--- src/rtl/pngsd_pkg.sv ---
`default_nettype none
package pngsd_pkg;

  localparam int DIM_W = 14;
  localparam int COL_W = 13;
  localparam int PIX_W = 27;
  localparam int RAW_W = 28;
  localparam int IDX_W = 6;

  // Configuration register indexes.
  localparam logic CFG_WIDTH  = 1'b0;
  localparam logic CFG_HEIGHT = 1'b1;

  // Input function codes.
  localparam logic FUNC_START = 1'b0;
  localparam logic FUNC_PIXEL = 1'b1;

  localparam logic [IDX_W-1:0] MAX_OUT = 6'd43;

  localparam logic [31:0] CRC_INIT = 32'hFFFF_FFFF;
  localparam logic [31:0] CRC_POLY = 32'hEDB8_8320;
  localparam logic [16:0] ADLER_MOD = 17'd65521;

  localparam logic [0:7][7:0] PNG_SIG =
    {8'h89, 8'h50, 8'h4E, 8'h47, 8'h0D, 8'h0A, 8'h1A, 8'h0A};
  localparam logic [0:3][7:0] IHDR_TYPE = {8'h49, 8'h48, 8'h44, 8'h52};
  localparam logic [0:3][7:0] IDAT_TYPE = {8'h49, 8'h44, 8'h41, 8'h54};
  localparam logic [0:11][7:0] IEND_CHUNK =
    {8'h00, 8'h00, 8'h00, 8'h00, 8'h49, 8'h45, 8'h4E, 8'h44,
     8'hAE, 8'h42, 8'h60, 8'h82};
  localparam logic [7:0] IHDR_LEN  = 8'h0D;
  localparam logic [7:0] BIT_DEPTH = 8'h08;
  localparam logic [7:0] COLOR_RGB = 8'h02;
  localparam logic [7:0] ZLIB_CMF  = 8'h78;
  localparam logic [7:0] ZLIB_FLG  = 8'hDA;

  // Byte indexes of start sequence, block header and trailer.
  localparam logic [IDX_W-1:0] IDX_IHDR_CRC   = 6'd29;
  localparam logic [IDX_W-1:0] IDX_IDAT_LEN   = 6'd33;
  localparam logic [IDX_W-1:0] IDX_IDAT_TYPE  = 6'd37;
  localparam logic [IDX_W-1:0] IDX_START_LAST = 6'd42;
  localparam logic [IDX_W-1:0] IDX_IHDR_BODY  = 6'd12;
  localparam logic [IDX_W-1:0] IDX_BLK_LAST   = 6'd4;
  localparam logic [IDX_W-1:0] IDX_TAIL_LAST  = 6'd19;

  typedef struct packed {
    logic       func;
    logic [7:0] red;
    logic [7:0] green;
    logic [7:0] blue;
  } in_item_t;

  typedef struct packed {
    logic [7:0] out_byte;
    logic       last_of_run;
    logic       end_of_file;
  } out_item_t;

  typedef struct packed {
    logic             is_start;
    logic [7:0]       red;
    logic [7:0]       green;
    logic [7:0]       blue;
    logic [DIM_W-1:0] width;
    logic [DIM_W-1:0] height;
  } cmd_t;

  typedef enum logic [1:0] {
    M_ITEM,
    M_START,
    M_BLK,
    M_TAIL
  } back_mode_t;

  function automatic logic [31:0] crc_byte(input logic [31:0] c, input logic [7:0] b);
    logic [31:0] x;
    x = c ^ {24'b0, b};
    for (int k = 0; k < 8; k++) begin
      x = x[0] ? (CRC_POLY ^ (x >> 1)) : (x >> 1);
    end
    return x;
  endfunction

endpackage
`default_nettype wire

--- src/rtl/pngsd_front.sv ---
`default_nettype none
module pngsd_front import pngsd_pkg::*; #(
  parameter int MAX_DIMENSION = 8192
) (
  input  wire logic             clk,
  input  wire logic             rst_n,
  input  wire logic             cfg_we,
  input  wire logic             cfg_addr,
  input  wire logic [DIM_W-1:0] cfg_wdata,
  input  wire logic             in_valid,
  output logic                  in_ready,
  input  wire in_item_t         in_data,
  input  wire logic             q_full,
  output logic                  q_push,
  output cmd_t                  q_cmd
);

  localparam logic [DIM_W-1:0] MAX_DIM = DIM_W'(MAX_DIMENSION);

  logic [DIM_W-1:0] width_r, height_r;
  logic [DIM_W-1:0] cw, ch;
  logic             open_r, open_nxt;
  logic [PIX_W-1:0] pix_left_r, pix_left_nxt;
  logic [2*DIM_W-1:0] area;
  logic             accept;

  function automatic logic [DIM_W-1:0] clamp_dim(input logic [DIM_W-1:0] v);
    if (v == '0) return DIM_W'(1);
    if (v > MAX_DIM) return MAX_DIM;
    return v;
  endfunction

  assign cw       = clamp_dim(width_r);
  assign ch       = clamp_dim(height_r);
  assign area     = cw * ch;
  assign in_ready = !q_full;
  assign accept   = in_valid && in_ready;

  always_comb begin
    open_nxt     = open_r;
    pix_left_nxt = pix_left_r;
    q_push       = 1'b0;
    q_cmd.is_start = (in_data.func == FUNC_START);
    q_cmd.red      = in_data.red;
    q_cmd.green    = in_data.green;
    q_cmd.blue     = in_data.blue;
    q_cmd.width    = cw;
    q_cmd.height   = ch;
    if (accept) begin
      if (in_data.func == FUNC_START) begin
        q_push       = 1'b1;
        open_nxt     = 1'b1;
        pix_left_nxt = area[PIX_W-1:0];
      end else if (open_r) begin
        // Only pixels inside the open image are pushed.
        q_push       = 1'b1;
        pix_left_nxt = pix_left_r - PIX_W'(1);
        if (pix_left_r == PIX_W'(1)) open_nxt = 1'b0;
      end
    end
  end

  always_ff @(posedge clk) begin
    if (!rst_n) begin
      width_r    <= DIM_W'(1);
      height_r   <= DIM_W'(1);
      open_r     <= 1'b0;
      pix_left_r <= '0;
    end else begin
      open_r     <= open_nxt;
      pix_left_r <= pix_left_nxt;
      if (cfg_we && cfg_addr == CFG_WIDTH) width_r <= cfg_wdata;
      if (cfg_we && cfg_addr == CFG_HEIGHT) height_r <= cfg_wdata;
    end
  end

endmodule
`default_nettype wire

--- src/rtl/pngsd_fifo.sv ---
`default_nettype none
module pngsd_fifo import pngsd_pkg::*; (
  input  wire logic clk,
  input  wire logic rst_n,
  input  wire logic push,
  input  wire cmd_t push_cmd,
  input  wire logic pop,
  output logic      full,
  output logic      head_valid,
  output cmd_t      head
);

  cmd_t       mem_r [2];
  logic       wr_ptr_r, rd_ptr_r;
  logic [1:0] count_r;

  assign full       = (count_r == 2'd2);
  assign head_valid = (count_r != 2'd0);
  assign head       = mem_r[rd_ptr_r];

  always_ff @(posedge clk) begin
    if (!rst_n) begin
      wr_ptr_r <= 1'b0;
      rd_ptr_r <= 1'b0;
      count_r  <= 2'd0;
    end else begin
      if (push) wr_ptr_r <= !wr_ptr_r;
      if (pop) rd_ptr_r <= !rd_ptr_r;
      if (push && !pop) count_r <= count_r + 2'd1;
      else if (pop && !push) count_r <= count_r - 2'd1;
    end
  end

  always_ff @(posedge clk) begin
    if (push) mem_r[wr_ptr_r] <= push_cmd;
  end

endmodule
`default_nettype wire

--- src/rtl/pngsd_div.sv ---
`default_nettype none
module pngsd_div import pngsd_pkg::*; #(
  parameter int BLOCK_LIMIT = 32768
) (
  input  wire logic             clk,
  input  wire logic             rst_n,
  input  wire logic             go,
  input  wire logic [RAW_W-1:0] raw,
  output logic                  done,
  output logic [31:0]           idat_len
);

  // The block count is ceil(raw / (BLOCK_LIMIT - 5)). It is taken as a
  // reciprocal multiplication of raw + divisor - 1, with the reciprocal rounded
  // up and enough fraction bits that the quotient is exact for every 29-bit
  // value. Three registered stages: operand, product, total.
  localparam int unsigned      DIVISOR = BLOCK_LIMIT - 5;
  localparam int               NUM_W   = RAW_W + 1;
  localparam int               REC_W   = NUM_W + 1;
  localparam int               SHIFT   = NUM_W + $clog2(DIVISOR);
  localparam logic [63:0]      RECIP64 =
    ((64'd1 << SHIFT) + 64'(DIVISOR) - 64'd1) / 64'(DIVISOR);
  localparam logic [REC_W-1:0] RECIP   = RECIP64[REC_W-1:0];

  logic                   v1_r, v2_r, done_r;
  logic [NUM_W-1:0]       num_r;
  logic [RAW_W-1:0]       raw_r;
  logic [NUM_W+REC_W-1:0] prod_r;
  logic [RAW_W-1:0]       blocks;
  logic [31:0]            total_r;

  assign blocks   = RAW_W'(prod_r >> SHIFT);
  assign done     = done_r;
  assign idat_len = total_r;

  always_ff @(posedge clk) begin
    if (!rst_n) begin
      v1_r   <= 1'b0;
      v2_r   <= 1'b0;
      done_r <= 1'b0;
    end else begin
      v1_r <= go;
      v2_r <= v1_r;
      if (go) done_r <= 1'b0;
      else if (v2_r) done_r <= 1'b1;
    end
  end

  always_ff @(posedge clk) begin
    if (go) begin
      num_r <= NUM_W'(raw) + NUM_W'(DIVISOR - 1);
      raw_r <= raw;
    end
    if (v1_r) prod_r <= num_r * RECIP;
    if (v2_r) begin
      // Length = zlib header + raw + five bytes per block + Adler.
      total_r <= {4'b0, raw_r} + {2'b0, blocks, 2'b0} + {4'b0, blocks} + 32'd6;
    end
  end

endmodule
`default_nettype wire

--- src/rtl/pngsd_back.sv ---
`default_nettype none
module pngsd_back import pngsd_pkg::*; #(
  parameter int BLOCK_LIMIT = 32768
) (
  input  wire logic clk,
  input  wire logic rst_n,
  input  wire logic head_valid,
  input  wire cmd_t head,
  output logic      pop,
  output logic      out_valid,
  input  wire logic out_ready,
  output out_item_t out_data
);

  localparam logic [RAW_W-1:0] BLK_LEN = RAW_W'(BLOCK_LIMIT - 5);

  back_mode_t       mode_r, mode_nxt;
  logic [IDX_W-1:0] idx_r, idx_nxt, cnt_r, cnt_nxt;
  logic [1:0]       slot_r, slot_nxt, slot_eff;
  logic [COL_W-1:0] col_r, col_nxt;
  logic [15:0]      fill_r, fill_nxt;
  logic [RAW_W-1:0] left_r, left_nxt;
  logic [31:0]      crc_r, crc_nxt;
  logic [15:0]      adl_r, adl_nxt, adh_r, adh_nxt;
  logic [DIM_W-1:0] lw_r, lw_nxt, lh_r, lh_nxt;
  logic             mul_go_r, mul_go_nxt, div_go_r;
  logic             out_valid_r;
  out_item_t        out_data_r;

  logic             go, drop, can, crc_upd, crc_fresh, last_v, eof_v;
  logic [7:0]       byte_v, raw_b, start_b;
  logic [15:0]      len, nlen;
  logic             final_blk;
  logic [16:0]      sum_l, sum_h;
  logic [15:0]      new_l, new_h;
  logic [29:0]      raw_prod;
  logic [31:0]      crc_out, adler_word;
  logic             div_done;
  logic [31:0]      idat_len;

  pngsd_div #(.BLOCK_LIMIT(BLOCK_LIMIT)) u_div (
    .clk      (clk),
    .rst_n    (rst_n),
    .go       (div_go_r),
    .raw      (left_r),
    .done     (div_done),
    .idat_len (idat_len)
  );

  assign drop       = (cnt_r == MAX_OUT);
  assign can        = drop || !out_valid_r || out_ready;
  assign slot_eff   = (slot_r == 2'd0 && col_r != '0) ? 2'd1 : slot_r;
  assign final_blk  = (left_r <= BLK_LEN);
  assign len        = (left_r < BLK_LEN) ? left_r[15:0] : BLK_LEN[15:0];
  assign nlen       = ~len;
  assign raw_prod   = lh_r * ({1'b0, lw_r, 1'b0} + {2'b0, lw_r} + 16'd1);
  assign crc_out    = ~crc_r;
  assign adler_word = {adh_r, adl_r};

  always_comb begin
    case (slot_eff)
      2'd0:    raw_b = 8'h00;
      2'd1:    raw_b = head.red;
      2'd2:    raw_b = head.green;
      default: raw_b = head.blue;
    endcase
  end

  always_comb begin
    sum_l = {1'b0, adl_r} + {9'b0, raw_b};
    new_l = (sum_l >= ADLER_MOD) ? 16'(sum_l - ADLER_MOD) : sum_l[15:0];
    sum_h = {1'b0, adh_r} + {1'b0, new_l};
    new_h = (sum_h >= ADLER_MOD) ? 16'(sum_h - ADLER_MOD) : sum_h[15:0];
  end

  always_comb begin
    case (idx_r) inside
      [6'd0:6'd7]:   start_b = PNG_SIG[idx_r[2:0]];
      6'd11:         start_b = IHDR_LEN;
      [6'd12:6'd15]: start_b = IHDR_TYPE[idx_r[1:0]];
      6'd18:         start_b = {2'b0, lw_r[13:8]};
      6'd19:         start_b = lw_r[7:0];
      6'd22:         start_b = {2'b0, lh_r[13:8]};
      6'd23:         start_b = lh_r[7:0];
      6'd24:         start_b = BIT_DEPTH;
      6'd25:         start_b = COLOR_RGB;
      6'd29:         start_b = crc_out[31:24];
      6'd30:         start_b = crc_out[23:16];
      6'd31:         start_b = crc_out[15:8];
      6'd32:         start_b = crc_out[7:0];
      6'd33:         start_b = idat_len[31:24];
      6'd34:         start_b = idat_len[23:16];
      6'd35:         start_b = idat_len[15:8];
      6'd36:         start_b = idat_len[7:0];
      [6'd37:6'd40]: start_b = IDAT_TYPE[2'(idx_r[1:0] - 2'd1)];
      6'd41:         start_b = ZLIB_CMF;
      6'd42:         start_b = ZLIB_FLG;
      default:       start_b = 8'h00;
    endcase
  end

  always_comb begin
    mode_nxt   = mode_r;
    idx_nxt    = idx_r;
    slot_nxt   = slot_r;
    col_nxt    = col_r;
    fill_nxt   = fill_r;
    left_nxt   = left_r;
    adl_nxt    = adl_r;
    adh_nxt    = adh_r;
    lw_nxt     = lw_r;
    lh_nxt     = lh_r;
    mul_go_nxt = 1'b0;
    cnt_nxt    = cnt_r;
    go         = 1'b0;
    pop        = 1'b0;
    byte_v     = 8'h00;
    crc_upd    = 1'b0;
    crc_fresh  = 1'b0;
    last_v     = 1'b0;
    eof_v      = 1'b0;
    if (mul_go_r) left_nxt = raw_prod[RAW_W-1:0];
    unique case (mode_r)
      M_ITEM: begin
        if (head_valid && can) begin
          go = 1'b1;
          if (head.is_start) begin
            byte_v     = PNG_SIG[0];
            lw_nxt     = head.width;
            lh_nxt     = head.height;
            mul_go_nxt = 1'b1;
            col_nxt    = '0;
            slot_nxt   = 2'd0;
            fill_nxt   = '0;
            adl_nxt    = 16'd1;
            adh_nxt    = 16'd0;
            mode_nxt   = M_START;
            idx_nxt    = 6'd1;
          end else if (fill_r == '0) begin
            byte_v   = final_blk ? 8'h01 : 8'h00;
            crc_upd  = 1'b1;
            slot_nxt = slot_eff;
            mode_nxt = M_BLK;
            idx_nxt  = 6'd1;
          end else begin
            byte_v   = raw_b;
            crc_upd  = 1'b1;
            adl_nxt  = new_l;
            adh_nxt  = new_h;
            fill_nxt = fill_r - 16'd1;
            left_nxt = left_r - RAW_W'(1);
            if (slot_eff == 2'd3) begin
              slot_nxt = 2'd0;
              col_nxt  = ({1'b0, col_r} + 14'd1 >= lw_r) ? '0 : col_r + COL_W'(1);
              if (left_r == RAW_W'(1)) begin
                mode_nxt = M_TAIL;
                idx_nxt  = '0;
              end else begin
                last_v = 1'b1;
                pop    = 1'b1;
              end
            end else begin
              slot_nxt = slot_eff + 2'd1;
            end
          end
        end
      end
      M_BLK: begin
        if (can) begin
          go      = 1'b1;
          crc_upd = 1'b1;
          case (idx_r[1:0])
            2'd1:    byte_v = len[7:0];
            2'd2:    byte_v = len[15:8];
            2'd3:    byte_v = nlen[7:0];
            default: byte_v = nlen[15:8];
          endcase
          if (idx_r == IDX_BLK_LAST) begin
            fill_nxt = len;
            mode_nxt = M_ITEM;
          end else begin
            idx_nxt = idx_r + 6'd1;
          end
        end
      end
      M_START: begin
        // The IDAT length waits for the block count divider.
        if (can && !(idx_r == IDX_IDAT_LEN && !div_done)) begin
          go        = 1'b1;
          byte_v    = start_b;
          crc_upd   = (idx_r >= IDX_IHDR_BODY && idx_r < IDX_IHDR_CRC)
                      || (idx_r >= IDX_IDAT_TYPE);
          crc_fresh = (idx_r == IDX_IHDR_BODY) || (idx_r == IDX_IDAT_TYPE);
          if (idx_r == IDX_START_LAST) begin
            last_v   = 1'b1;
            pop      = 1'b1;
            mode_nxt = M_ITEM;
          end else begin
            idx_nxt = idx_r + 6'd1;
          end
        end
      end
      M_TAIL: begin
        if (can) begin
          go = 1'b1;
          case (idx_r) inside
            6'd0:    byte_v = adler_word[31:24];
            6'd1:    byte_v = adler_word[23:16];
            6'd2:    byte_v = adler_word[15:8];
            6'd3:    byte_v = adler_word[7:0];
            6'd4:    byte_v = crc_out[31:24];
            6'd5:    byte_v = crc_out[23:16];
            6'd6:    byte_v = crc_out[15:8];
            6'd7:    byte_v = crc_out[7:0];
            default: byte_v = IEND_CHUNK[4'(idx_r - 6'd8)];
          endcase
          crc_upd = (idx_r < 6'd4);
          if (idx_r == IDX_TAIL_LAST) begin
            last_v   = 1'b1;
            eof_v    = 1'b1;
            pop      = 1'b1;
            col_nxt  = '0;
            mode_nxt = M_ITEM;
          end else begin
            idx_nxt = idx_r + 6'd1;
          end
        end
      end
      default: mode_nxt = M_ITEM;
    endcase
    if (go) cnt_nxt = pop ? '0 : (drop ? cnt_r : cnt_r + 6'd1);
  end

  always_comb begin
    crc_nxt = crc_r;
    if (go && crc_upd) crc_nxt = crc_byte(crc_fresh ? CRC_INIT : crc_r, byte_v);
  end

  always_ff @(posedge clk) begin
    if (!rst_n) begin
      mode_r      <= M_ITEM;
      idx_r       <= '0;
      slot_r      <= 2'd0;
      col_r       <= '0;
      fill_r      <= '0;
      left_r      <= '0;
      crc_r       <= CRC_INIT;
      adl_r       <= 16'd1;
      adh_r       <= 16'd0;
      cnt_r       <= '0;
      mul_go_r    <= 1'b0;
      div_go_r    <= 1'b0;
      out_valid_r <= 1'b0;
    end else begin
      mode_r   <= mode_nxt;
      idx_r    <= idx_nxt;
      slot_r   <= slot_nxt;
      col_r    <= col_nxt;
      fill_r   <= fill_nxt;
      left_r   <= left_nxt;
      crc_r    <= crc_nxt;
      adl_r    <= adl_nxt;
      adh_r    <= adh_nxt;
      cnt_r    <= cnt_nxt;
      mul_go_r <= mul_go_nxt;
      div_go_r <= mul_go_r;
      if (go && !drop) out_valid_r <= 1'b1;
      else if (out_ready) out_valid_r <= 1'b0;
    end
  end

  always_ff @(posedge clk) begin
    lw_r <= lw_nxt;
    lh_r <= lh_nxt;
    if (go && !drop) begin
      out_data_r.out_byte    <= byte_v;
      out_data_r.last_of_run <= last_v || (cnt_r == MAX_OUT - 6'd1);
      out_data_r.end_of_file <= eof_v;
    end
  end

  assign out_valid = out_valid_r;
  assign out_data  = out_data_r;

`ifndef SYNTH
  a_blk_idx: assert property (@(posedge clk) disable iff (!rst_n)
    mode_r == M_BLK |-> (idx_r >= 6'd1 && idx_r <= IDX_BLK_LAST))
    else $error("block header index out of range");
  a_fill_bound: assert property (@(posedge clk) disable iff (!rst_n)
    {12'b0, fill_r} <= BLK_LEN)
    else $error("block fill exceeds block length");
  a_eof_last: assert property (@(posedge clk) disable iff (!rst_n)
    out_valid_r && out_data_r.end_of_file |-> out_data_r.last_of_run)
    else $error("end of file without end of run");
  a_idat_wait: assert property (@(posedge clk) disable iff (!rst_n)
    mode_r == M_START && idx_r == IDX_IDAT_LEN && go |-> div_done && !mul_go_r)
    else $error("IDAT length sent before divider finished");
`endif

endmodule
`default_nettype wire

--- src/rtl/png_stored_deflate_writer_core.sv ---
`default_nettype none
// PNG writer for 8-bit RGB images using stored (uncompressed) deflate blocks.
// A start word (func 0) latches the configured width and height, clamped to
// 1..MAX_DIMENSION, and produces the 43-byte file head: signature, IHDR with
// its CRC, the IDAT length, the IDAT type and the zlib header. Each pixel word
// produces its three sample bytes, plus a zero filter byte at the start of a
// row and a five-byte stored block header every BLOCK_LIMIT-5 raw bytes; the
// last pixel also produces the Adler-32, the IDAT CRC and IEND (20 bytes).
// Pixel words that arrive with no image open are taken and dropped.
// The output channel carries one byte per cycle while words are queued and
// the receiver is ready. The IDAT length comes from a short block-count
// multiply pipeline that finishes long before the length is due, so it
// never stalls. The front end classifies words and feeds a two-entry queue,
// so the input keeps being taken, until the queue fills, while the byte
// sequencer and its output register are busy or stalled. Width and height
// should be written only while idle.
module png_stored_deflate_writer_core import pngsd_pkg::*; #(
  parameter int BLOCK_LIMIT   = 32768,
  parameter int MAX_DIMENSION = 8192
) (
  input  wire logic             clk,
  input  wire logic             rst_n,
  input  wire logic             cfg_we,
  input  wire logic             cfg_addr,
  input  wire logic [DIM_W-1:0] cfg_wdata,
  input  wire logic             in_valid,
  output logic                  in_ready,
  input  wire in_item_t         in_data,
  output logic                  out_valid,
  input  wire logic             out_ready,
  output out_item_t             out_data
);

  logic q_full, q_push, q_pop, q_head_valid;
  cmd_t q_cmd, q_head;

  // Front end: configuration registers, size clamp and image open tracking.
  pngsd_front #(.MAX_DIMENSION(MAX_DIMENSION)) u_front (
    .clk       (clk),
    .rst_n     (rst_n),
    .cfg_we    (cfg_we),
    .cfg_addr  (cfg_addr),
    .cfg_wdata (cfg_wdata),
    .in_valid  (in_valid),
    .in_ready  (in_ready),
    .in_data   (in_data),
    .q_full    (q_full),
    .q_push    (q_push),
    .q_cmd     (q_cmd)
  );

  // Queue that decouples word intake from byte generation.
  pngsd_fifo u_fifo (
    .clk        (clk),
    .rst_n      (rst_n),
    .push       (q_push),
    .push_cmd   (q_cmd),
    .pop        (q_pop),
    .full       (q_full),
    .head_valid (q_head_valid),
    .head       (q_head)
  );

  // Back end: byte sequencer with running CRC-32 and Adler-32.
  pngsd_back #(.BLOCK_LIMIT(BLOCK_LIMIT)) u_back (
    .clk        (clk),
    .rst_n      (rst_n),
    .head_valid (q_head_valid),
    .head       (q_head),
    .pop        (q_pop),
    .out_valid  (out_valid),
    .out_ready  (out_ready),
    .out_data   (out_data)
  );

endmodule
`default_nettype wire

--- config.mk ---
export PLATFORM = sky130hd
export DESIGN_NAME = png_stored_deflate_writer_core
export DESIGN_NICKNAME = d
export VERILOG_FILES = /design/src/rtl/pngsd_pkg.sv /design/src/rtl/pngsd_front.sv /design/src/rtl/pngsd_fifo.sv /design/src/rtl/pngsd_div.sv /design/src/rtl/pngsd_back.sv /design/src/rtl/png_stored_deflate_writer_core.sv
export SDC_FILE = /design/constraint.sdc
export NUM_CORES = 2
export LEC_CHECK = 0
export ABC_AREA = 1
export ABC_CLOCK_PERIOD_IN_PS = 8850
export BUFFER_PORTS_ARGS = -buffer_cell sky130_fd_sc_hd__buf_2
export CORE_AREA = 2 2 372 374
export DETAILED_ROUTE_END_ITERATION = 16
export DIE_AREA = 0 0 374 376
export PLACE_DENSITY = 0.5
export SLEW_MARGIN = 40
export SYNTH_ARGS = -nofsm -noshare
export SYNTH_HDL_FRONTEND = slang
export SYNTH_SLANG_ARGS = --single-unit
--- constraint.sdc ---
create_clock -name clk -period 8.85 [get_ports clk]
set_input_delay 1.3275 -clock clk [delete_from_list [all_inputs] [get_ports clk]]
set_output_delay 1.3275 -clock clk [all_outputs]
set_load 0.01 [all_outputs]
### Yosys cells after proc, flatten, opt, wreduce, memory -nomap -nowiden

Memories as Yosys holds them, arrays and structs flattened. A register that Yosys moved wholly into a read port is not among the register bits.
Index checks and enable logic that the tools add are counted.

* word-level logic and storage cells: 373
* input port bits: 45
* output and inout bits: 12
* bits in writable memories: 106
* memories: 3
* bits in registers: 389
* memory bits (read-only): 192

Memory list
* (name not given): depth 16, width 8, rd ports 1, clocked after memory_dff 0, write ports 0, RTL line pngsd_back.sv:215 `default: byte_v = IEND_CHUNK[4'(idx_r - 6'd8)];`
* u_fifo.mem_r: depth 2, width 53, rd ports 1, clocked after memory_dff 1, write ports 1, RTL line pngsd_fifo.sv:13 `cmd_t mem_r [2];`
* (name not given): depth 8, width 8, rd ports 1, clocked after memory_dff 0, write ports 0, RTL line pngsd_back.sv:78 `[6'd0:6'd7]: start_b = PNG_SIG[idx_r[2:0]];`

* add/subtract/negate cells: 22
* $mul: 3
* reductions and logical operators: 54
* equality and inequality tests: 57
* order comparisons: 19
* bitwise logic cells: 18
* muxes and demuxes: 165

Operators by type and width (number)
* $mux W8: 42
* $mux W32: 9
* $mux W16: 12
* $mux W28: 5
* $mux W14: 8
* $not A13 Y14: 8
* $mux W13: 7
* $mux W6: 13
* $eq A6 B6 Y1 const B: 10
* $mul A29 B30 Y59 const B: 1
* $eq A6 B5 Y1 const B: 9
* $mux W27: 2
* $pmux W8 S3: 2
* $mux W1: 38
* $ge A17 B16 Y1 const B: 2
* $mux W2: 17
* $bmux W8 S2: 2
* $not A32 Y32: 1
* $pmux W16 S2: 1
* $pmux W8 S4: 1
* $sub A16 B16 Y16 const B: 2
* $xor A32 B8 Y32: 1
* $add A30 B3 Y31 const B: 1
* $add A29 B15 Y30: 1
* other kinds (70): 143

### Depth between registers and ports, before layout

* depth after elaboration: 42
* gate-level depth with buffers: 53

### By module

Synthesis repeated with hierarchy kept, for this count alone.

* cells, all modules: 6903
* area total of the unflattened synthesis: 52338.9 µm²

By module, submodules not included
* pngsd_back: cells an instance 3396, instances 1, area each 22945.8 µm²
* pngsd_div: cells an instance 1780, instances 1, area each 14795.4 µm²
* pngsd_front: cells an instance 1527, instances 1, area each 10291.1 µm²
* pngsd_fifo: cells an instance 200, instances 1, area each 4306.6 µm²

### Worst setup path after synthesis

OpenSTA, ideal clock, no wires.

* path type: register to register
* from: reg u_back.lw_r[0]
* to: reg u_back.left_r[25]
* clock period less this slack: 7749 ps
* data required time: 8718 ps
* stages on the path, launching flop included: 44
* data arrival time: 7617 ps
* slack: 1101 ps
* cell sequence: edfxtp_1 ha_1 inv_1 fa_1 nor2_1 inv_1 nor2_1 inv_1 nor2_1 inv_1 nor2_1 inv_1 nor2_1 inv_1 nor2_1 inv_1 nand2_1 nor2_1 (+8 left out) inv_1 fa_1 ha_1 inv_1 a21oi_1 or2_2 a21oi_1 inv_1 a21oi_1 o21ai_0 a21oi_1 o21ai_0 a21oi_1 o21ai_0 nand2_1 nand2_1 o21ai_0 a21oi_1

* cells in the longest elaborated chain, start to end: 8

RTL lines
* from (decl): RTL line pngsd_back.sv:25 `logic [DIM_W-1:0] lw_r, lw_nxt, lh_r, lh_nxt;`
* from (signal assigned): RTL line pngsd_back.sv:273 `lw_r <= lw_nxt;`
* $add A15 B14 Y16 (*): RTL line pngsd_back.sv:56 `assign raw_prod = lh_r * ({1'b0, lw_r, 1'b0} + {2'b0, lw_r} + 16'd1);`
* $add A30 B1 Y30 (*): RTL line pngsd_back.sv:56
* $mul A14 B30 Y28 (*): RTL line pngsd_back.sv:56
* $mux W28 (*): RTL line pngsd_back.sv:122 `if (mul_go_r) left_nxt = raw_prod[RAW_W-1:0];`
* $mux W28: RTL line pngsd_back.sv:139 `end else if (fill_r == '0) begin`
* $mux W28: RTL line pngsd_back.sv:127 `if (head.is_start) begin`
* $mux W28: RTL line pngsd_back.sv:125 `if (head_valid && can) begin`
* $mux W28 (*): RTL line pngsd_back.sv:123 `unique case (mode_r)`
* to (signal assigned): RTL line pngsd_back.sv:260 `left_r <= left_nxt;`
* to (decl): RTL line pngsd_back.sv:22 `logic [RAW_W-1:0] left_r, left_nxt;`

Mark *: on every way between the ends. The rest lies on a longest branch, timed or not.
A chain may end at the register's enable or synchronous reset.

### Worst setup path in the final report

* from: reg u_back.lw_r[1]
* to: reg u_back.left_r[27]

The elaborated chain is that of the path after synthesis.

==> reports/results.ini <==
[final_layout]
final_util_pct = 38.0
antenna_cells = 0
syn2layout_area_growth_pct = 9.42
final_nets = 7014
post_route_cells_drive_above_1_share_pct = 6.11

[worst_setup_path]
cp-end-kind = register
critPathMaxFanout = 7
critPathKind = register to register
r2r-start = u_back.lw_r[1]
startpoint_type = register
arrival_ps = 8840
crit_path_frequent_cell = nand2_1
worstPathRequired_ps = 9380
cp_slowest_cell = fa_1
crit_path_max_incr_delay_ps = 560
startpoint = u_back.lw_r[1]

[place]
hpwl_mm = 120
io_buffer_count = 56
place_congestion = 0.898

[floorplan]
core_um2 = 137000
die_h_um = 376
ios = 57
rows = 136
initial_core_util_pct = 34.8
fp.dieW_um = 374
die-area_um2 = 141000

[yosys]
synth_top_area_cell = fa_1
synth_nets = 6993
synthMostInstantiatedCell = nand2_1
synthArstFlopShare_pct = 0
synth_flop_cell = edfxtp_1
ys_ff_latch = 448
synth_edf_count = 244
synth_commonest_cells = 1,178 x nand2_1, 974 x inv_1, 597 x ha_1
synth.distinct_cells = 69
yosysSeqAreaShare_pct = 24.0
yosys-top-cells-area = fa_1 17%, ha_1 16%, edfxtp_1 15%, nand2_1 9.3%, dfxtp_1 8.6%
postSynthAreaPerCell_um2 = 7.99
syn_inst = 5945
yosysWarnings = 0
synth_top_area_share_pct = 17.1
netlist_area_um2 = 47500

[sta]
hold_viol = 0
maxSlewHeadroom_pct = 42.5
period_needed_ps = 8310
report.final.setup_viol = 0
fmax_ghz = 0.120
fin_worst_skew_ps = 41.7
worst_slew_pin_slew_ps = 854
slew_violations = 0
fin_crit_sh_pct = 93.9

[clock_network]
clk_latency_ps = 670
tritoncts = yes
clk_pin_slew_ps = 60
cts_buffers = 53
root_buffer = clkbuf_16
htreeDepth = 2
cts_sinks = 448
cts_buffer_depth = 3

[global_routing]
grt_max_degree = 81
antenna_found_initial = 2
grt_pass1_wl_mm = 232
grt_usage_pct = 21.1
grt_pass1_vias = 38900
overflow = 0

[run_status]
status = complete, no violations

[job]
drv_cap = 0

[worst_hold_path]
hp-class = register to register
hold_path_startpoint = u_fifo.rd_ptr_r

[route]
drt_wl_total_mm = 148
drt_iter0_drc = 2914
drcViolationCount = 0
antenna_left = 0
vias = 39500
vias_per_cell = 5.07
firstDrtPassIters = 5
wl_per_cell_um = 19.0

[placed cells by master, fill, tap and decap left out, drive strengths merged, types with 128 or more instances in the layout]
master / Yosys / final
fa: 406 / 406
nand3: 196 / 196
a21oi: 400 / 400
buf: 30 / 128
nand2: 1215 / 1215
edfxtp: 244 / 244
o21ai: 308 / 308
xor2: 134 / 134
ha: 597 / 597
dfxtp: 204 / 204
nor2: 597 / 597
inv: 998 / 1005
[worst max-delay path: cells and delay by family (launching register included)]
kind / cells / cell delay (ps)
buf+inv: 4 / 510
xor+xnor: 1 / 410
simple gates: 14 / 1420
fa+ha+maj: 9 / 3860
compound gates: 8 / 1540
flops: 1 / 400
[what timing repair did]
action,CTS,global route
endpoints found under the setup margin,0,21
hold buffers,0,0
resized for setup,0,32
buffers inserted,0,7
[per-stage QoR]
step	cells	hold WS (ps)	area [um^2]	setup slack (ps)	TNS, ps
after detailed placement	7698	438	49900	230	0
after global routing	7803	484	52000	-10.5	-10.5
final	7803	445	52000	543	0
after floorplan	5945	406	47500	1100	0
after CTS	7796	447	51800	220	0
after global placement	7696	423	49900	368	0
[state kept, by name, indices dropped and copies added, names as in the netlist, 2 cells and up, named ones only]
name and flops:
u_front.pix_left_r 27, u_back.adl_r 16, u_back.fill_r 16, u_back.col_r 13
u_back.crc_r 32, u_back.u_div.prod_r 15, u_back.idx_r 6, u_back.cnt_r 6
u_back.u_div.raw_r 27, u_front.width_r 14, u_back.u_div.num_r 29, u_back.lh_r 14
u_back.lw_r 14, u_front.height_r 14, u_back.mode_r 2, u_back.out_data 10
u_fifo.mem_r 106, u_fifo.count_r 2, u_back.left_r 28, u_back.slot_r 2
u_back.adh_r 16, u_back.u_div.idat_len 29
[per-layer routing]
metal / vias to the layer above / global-route usage, % / routed length [um]
li1: 19300 / - / -
met1: 19200 / 30.4 / 70400
met2: 874 / 34.5 / 68800
met3: 157 / 1.60 / 6100
met4: 0 / 4.60 / 3070
met5: - / 0 / 0
[path summary, 6_finish.rpt]
path                            depth (start not counted)                end  slack [ps]
worst min-delay path                                    1           register         450
worst max-delay path                                   36  u_back.left_r[27]         540
worst min register to register                          1           register         450
worst max register to register                         36  u_back.left_r[27]         540
[cell families after synthesis]
family	synth area share [%]
muxes	0.0211
and+or+nand+nor	19.3
buffers and inverters	9.38
adders and majority gates	32.8
AOI/OAI and AO/OA	11.0
xor gates and xnor gates	3.41
DFF	24.0
[cell type report]
| class | count | area (um^2) |
|---|---|---|
| fillers | 14200 | 84700 |
| well taps | 1794 | 2240 |
| inverters | 1016 | 3820 |
| flip-flops and latches | 448 | 11400 |
| clock buffers | 65 | 1410 |
| repair buffers | 128 | 845 |
| clock inverters | 33 | 437 |
| multi-input cells | 4319 | 31800 |
Power is left out: the tool's default activity adds up to more than one toggle a clock period on the data nets, which glitch-free logic cannot reach.
